### config.mk
export PLATFORM = sky130hd
export DESIGN_NAME = cht_ctrl
export DESIGN_NICKNAME = d
export VERILOG_FILES = /design/src/hdl/cht_pkg.sv /design/src/hdl/cht_ctrl.sv
export SDC_FILE = /design/constraint.sdc
export NUM_CORES = 1
export LEC_CHECK = 0
export BUFFER_PORTS_ARGS = -buffer_cell sky130_fd_sc_hd__buf_2
export CORE_MARGIN = 2
export CORE_UTILIZATION = 54
export CTS_BUF_LIST = sky130_fd_sc_hd__clkbuf_4
export DETAILED_ROUTE_END_ITERATION = 12
export GPL_ROUTABILITY_DRIVEN = 0
export PLACE_DENSITY = 0.85
export SLEW_MARGIN = 20
export SYNTH_ARGS = -nofsm -noshare
export SYNTH_HDL_FRONTEND = slang
export SYNTH_SLANG_ARGS = --single-unit
export TNS_END_PERCENT = 1
### constraint.sdc
create_clock -name clk -period 2.3 [get_ports clk]
set_clock_uncertainty 0.15 [all_clocks]
set_input_delay 0.46 -clock clk [delete_from_list [all_inputs] [get_ports clk]]
set_output_delay 0.46 -clock clk [all_outputs]
set_load 0.02 [all_outputs]
### src/hdl/cht_pkg.sv
// ----------------------------------------------------------------------------
// cht_pkg
// Shared types, codes and default sizes for the chained hash table core.
// ----------------------------------------------------------------------------
`default_nettype none

package cht_pkg;

  // Default table sizes.
  localparam int DEF_MAX_BUCKETS = 256;
  localparam int DEF_POOL_NODES  = 512;

  localparam int KEY_W = 31;
  localparam int VAL_W = 32;

  // Request modes.
  localparam logic [1:0] MODE_INSERT = 2'd0;
  localparam logic [1:0] MODE_LOOKUP = 2'd1;
  localparam logic [1:0] MODE_REMOVE = 2'd2;

  // Result status codes.
  localparam logic [1:0] ST_DONE      = 2'd0;
  localparam logic [1:0] ST_NOT_FOUND = 2'd1;
  localparam logic [1:0] ST_POOL_FULL = 2'd2;

  typedef struct packed {
    logic [1:0]       mode;
    logic [KEY_W-1:0] key;
    logic [VAL_W-1:0] value_word;
  } in_item_t;

  typedef struct packed {
    logic [1:0]       status;
    logic             found;
    logic [VAL_W-1:0] found_value;
  } out_item_t;

  // Datapath operations issued by the controller.
  typedef enum logic [3:0] {
    OP_NONE,
    OP_CAPTURE,
    OP_INIT,
    OP_RD_HEAD,
    OP_LD_HEAD,
    OP_RD_NODE,
    OP_STEP,
    OP_UNLINK,
    OP_RD_ALLOC,
    OP_INSERT,
    OP_G_RD,
    OP_G_LD,
    OP_G_APP,
    OP_G_END_LO,
    OP_G_END_HI
  } dp_op_t;

  typedef struct packed {
    dp_op_t     op;
    logic       res_we;
    logic [1:0] res_status;
    logic       res_found;
    logic       res_use_val;
    logic       out_load;
  } cht_cmd_t;

  typedef struct packed {
    logic [1:0] mode;
    logic       cur_empty;
    logic       key_hit;
    logic       pool_full;
    logic       need_grow;
    logic       grow_last;
    logic       out_busy;
  } cht_stat_t;

endpackage

`default_nettype wire

### src/hdl/cht_ctrl.sv
// ----------------------------------------------------------------------------
// cht_ctrl
// Request sequencer: walks chains, allocates nodes and drives table growth.
// ----------------------------------------------------------------------------
`default_nettype none

module cht_ctrl
  import cht_pkg::*;
(
  input  wire logic      clk,
  input  wire logic      rst_n,
  input  wire logic      in_valid,
  output logic           in_ready,
  input  wire cht_stat_t stat,
  output cht_cmd_t       cmd
);

  typedef enum logic [4:0] {
    S_INIT, S_IDLE, S_DISPATCH, S_L_RD, S_L_LD, S_NODE, S_CMP, S_I_RD, S_I_WR,
    S_G_RD, S_G_LD, S_G_NODE, S_G_APP, S_G_END_LO, S_G_END_HI, S_RESP
  } state_t;

  state_t state_r, state_nxt;
  logic   in_ready_r;

  assign in_ready = in_ready_r;

  // Next state and datapath command.
  always_comb begin
    state_nxt = state_r;
    cmd       = '0;
    cmd.op    = OP_NONE;
    case (state_r)
      S_INIT: begin
        cmd.op    = OP_INIT;
        state_nxt = S_IDLE;
      end
      S_IDLE: begin
        if (in_valid) begin
          cmd.op    = OP_CAPTURE;
          state_nxt = S_DISPATCH;
        end
      end
      S_DISPATCH: begin
        case (stat.mode)
          MODE_INSERT: begin
            if (stat.pool_full) begin
              cmd.res_we     = 1'b1;
              cmd.res_status = ST_POOL_FULL;
              state_nxt      = S_RESP;
            end else if (stat.need_grow) begin
              state_nxt = S_G_RD;
            end else begin
              state_nxt = S_I_RD;
            end
          end
          MODE_LOOKUP, MODE_REMOVE: state_nxt = S_L_RD;
          default: begin
            cmd.res_we     = 1'b1;
            cmd.res_status = ST_DONE;
            state_nxt      = S_RESP;
          end
        endcase
      end
      S_L_RD: begin
        cmd.op    = OP_RD_HEAD;
        state_nxt = S_L_LD;
      end
      S_L_LD: begin
        cmd.op    = OP_LD_HEAD;
        state_nxt = S_NODE;
      end
      S_NODE: begin
        if (stat.cur_empty) begin
          cmd.res_we     = 1'b1;
          cmd.res_status = ST_NOT_FOUND;
          state_nxt      = S_RESP;
        end else begin
          cmd.op    = OP_RD_NODE;
          state_nxt = S_CMP;
        end
      end
      S_CMP: begin
        if (stat.key_hit) begin
          cmd.res_we     = 1'b1;
          cmd.res_status = ST_DONE;
          cmd.res_found  = 1'b1;
          if (stat.mode == MODE_LOOKUP) begin
            cmd.res_use_val = 1'b1;
          end else begin
            cmd.op = OP_UNLINK;
          end
          state_nxt = S_RESP;
        end else begin
          cmd.op    = OP_STEP;
          state_nxt = S_NODE;
        end
      end
      S_I_RD: begin
        cmd.op    = OP_RD_ALLOC;
        state_nxt = S_I_WR;
      end
      S_I_WR: begin
        cmd.op         = OP_INSERT;
        cmd.res_we     = 1'b1;
        cmd.res_status = ST_DONE;
        state_nxt      = S_RESP;
      end
      S_G_RD: begin
        cmd.op    = OP_G_RD;
        state_nxt = S_G_LD;
      end
      S_G_LD: begin
        cmd.op    = OP_G_LD;
        state_nxt = S_G_NODE;
      end
      S_G_NODE: begin
        if (stat.cur_empty) begin
          state_nxt = S_G_END_LO;
        end else begin
          cmd.op    = OP_RD_NODE;
          state_nxt = S_G_APP;
        end
      end
      S_G_APP: begin
        cmd.op    = OP_G_APP;
        state_nxt = S_G_NODE;
      end
      S_G_END_LO: begin
        cmd.op    = OP_G_END_LO;
        state_nxt = S_G_END_HI;
      end
      S_G_END_HI: begin
        cmd.op    = OP_G_END_HI;
        state_nxt = stat.grow_last ? S_I_RD : S_G_RD;
      end
      S_RESP: begin
        if (!stat.out_busy) begin
          cmd.out_load = 1'b1;
          state_nxt    = S_IDLE;
        end
      end
      default: state_nxt = S_INIT;
    endcase
  end

  // State and registered ready.
  always_ff @(posedge clk) begin
    if (!rst_n) begin
      state_r    <= S_INIT;
      in_ready_r <= 1'b0;
    end else begin
      state_r    <= state_nxt;
      in_ready_r <= (state_nxt == S_IDLE);
    end
  end

endmodule

`default_nettype wire

==> flow_metrics.env <==
export IMPL_syn2layout_area_growth_pct=22.1
export IMPL_cp_start_kind="register"
export IMPL_cts_made_buffers=3
export IMPL_worstSkewPairLatency_ps=230
export IMPL_cts_root_buf="clkbuf_4"
export IMPL_ff2ff_path_depth=7
export IMPL_grt_pass1_vias=834
export IMPL_fin_crit_ps=2200
export IMPL_clock_path_buffers=2
export IMPL_placed_cell_area_sq_um=976
export IMPL_portBuffers=21
export IMPL_stdcell_count=159
export IMPL_track_usage=0.244
export IMPL_vdd_ir_drop_max_v=0.000259
export IMPL_fin_area_sq_um=1020
export IMPL_drive_gt1_frac=0.343
export IMPL_clock_sinks=6
export IMPL_synth_enable_flop_cells=0
export IMPL_synth_seq_area_share=0.143
export IMPL_grt_pass1_wl_um=3550
export IMPL_ant_nets=0
export IMPL_yosys_warnings=0
export IMPL_finalSetupTns_ps=0
export IMPL_power_density_nw_per_um2=268
export IMPL_status="finished clean"
export IMPL_drt_iter0_drc=18
export IMPL_vias_per_cell=6.21
export IMPL_die_w_um=43.4
export IMPL_utilization=0.688
export IMPL_hold_viol=0
export IMPL_die_area_sq_um=1890
export IMPL_overflow=0
export IMPL_async_reset_ff_frac=0
export IMPL_cp_end_kind="primary output"
export IMPL_start_util=0.564
export IMPL_cp_arrival_ps=1590
export IMPL_clock_fmax_mhz=454
export IMPL_holdPathStages=3
export IMPL_syn_area_sq_um=840
export IMPL_ys_flop_type="dfxtp_1"
export IMPL_cp_slowest_cell="or3_1"
export IMPL_place_detailed_hpwl_um=1610
export IMPL_cp_max_fo=7
export IMPL_dr_pass1_iters=4
export IMPL_drv_cap=0
export IMPL_avgSynthCellArea_sq_um=7.11
export IMPL_netlist_instances=118
export IMPL_ctsHoldBuffers=0
export IMPL_layout_common_cells="21 x buf_2, 12 x nand2_1, 10 x a21oi_1, 9 x nor2_1, 9 x buf_4"
export IMPL_die_h_um=43.4
export IMPL_mostFrequentLayoutCell="buf_2"
export IMPL_leakagePower_nw=0.446
export IMPL_path_cells="buf_4 -> or3_1 -> nor2_2 -> a21oi_1 -> o31ai_1 -> buf_2"
export IMPL_core_area_sq_um=1490
export IMPL_num_io_pins=22
export IMPL_num_rows=14
export IMPL_finalSetupViolCount=0
export IMPL_grt_max_degree=21
export IMPL_power_mw=0.274
export IMPL_antenna_cells=0
export IMPL_wl_per_cell_um=13.3
export IMPL_ys_types=43
export IMPL_cts_clk_slew_worst_paths_ps=40
export IMPL_synth_seq_cells=6
export IMPL_max_stage_delay_ps=370
export IMPL_drcViolationCount=0
export IMPL_fin_crit_sh=0.957
export IMPL_finalWirelength_um=2110
export IMPL_path_class="reg -> out"
export IMPL_cts_tree="done"
export IMPL_crit_required_ps=1690
export IMPL_slew_viol_final=0
export IMPL_cts_max_level=1
export IMPL_dp_cells=156
export IMPL_grt_antenna_before_repair=0
export IMPL_hp_class="in -> reg"
export IMPL_final_nets=159
export IMPL_syn_nets=132
export IMPL_via_count=987
==> synthesized netlist by cell type (all sizes together) (3+ instances only) <==
cell type | instances | area, sq um
nor3 | 8 | 45.0
nor2 | 10 | 37.5
a21oi | 11 | 58.8
nand2b | 3 | 18.8
o21ai | 5 | 25.0
dfxtp | 6 | 120
or3 | 3 | 18.8
nor2b | 3 | 18.8
o31ai | 3 | 22.5
ha | 3 | 37.5
buf | 9 | 63.8
inv | 7 | 26.3
nand3b | 3 | 22.5
nand2 | 12 | 45.0
==> final cells by class <==
class / count / area (sq um)
clock buffers: 3 / 22.5
inverters: 7 / 26.3
multi-input cells: 96 / 644
flip-flops and latches: 6 / 128
fillers: 127 / 464
well taps: 16 / 20.0
repair buffers: 31 / 184
==> state kept, by name, summed over array words and instances, names as in the netlist <==
register,flops
in_ready,1
state_r,5
==> metal layers <==
layer / share of wire / routed length, um / global-route usage
met5: 0 / 0 / 0
met4: 0.018 / 38 / 0.127
met3: 0.065 / 137 / 0.0208
met2: 0.47 / 993 / 0.403
met1: 0.45 / 945 / 0.315
==> kinds of logic after synthesis <==
group | count (synthesis) | share of synthesized area
other | 1 | 0.00447
and+or+nand+nor | 55 | 0.376
adders and majority gates | 3 | 0.0447
AOI/OAI and AO/OA | 37 | 0.325
buffers and inverters | 16 | 0.107
DFF | 6 | 0.143
==> worst max-delay path: cells and delay by family, from the launching register on <==
kind	cells	cell delay [ps]
AOI/OAI and AO/OA	2	140
buffers and inverters	2	350
DFF	1	350
and+or+nand+nor	2	510
==> timing repair <==
action / 4_1_cts / 5_1_grt
gates resized for setup: 3 / 7
buffers inserted: 0 / 0
pin swaps: 0 / 1
setup endpoints to repair: 5 / 4
==> metrics by stage <==
step	worst slack [ps]	hold WS [ps]
3_5_place_dp	164	604
6_report	98.4	367
4_1_cts	11.8	355
5_1_grt	-23.2	367
2_1_floorplan	227	479
3_3_place_gp	189	587
==> worst paths after layout <==
path | from | to | slack [ps]
max | state_r[3]$_SDFF_PN0_ | cmd[5] | 100
min reg2reg | state_r[3]$_SDFF_PN0_ | state_r[3]$_SDFF_PN0_ | 590
max reg2reg | state_r[0]$_SDFF_PN0_ | in_ready$_SDFF_PN0_ | 440
min | rst_n | state_r[1]$_SDFF_PN0_ | 370
==> where the power goes <==
part	total (mW)	switching, mW	internal, mW
Combinational	0.0703	0.0390	0.0312
Sequential	0.114	0.00640	0.108
Clock	0.0900	0.0314	0.0586
(Power assumes the default switching activity.)
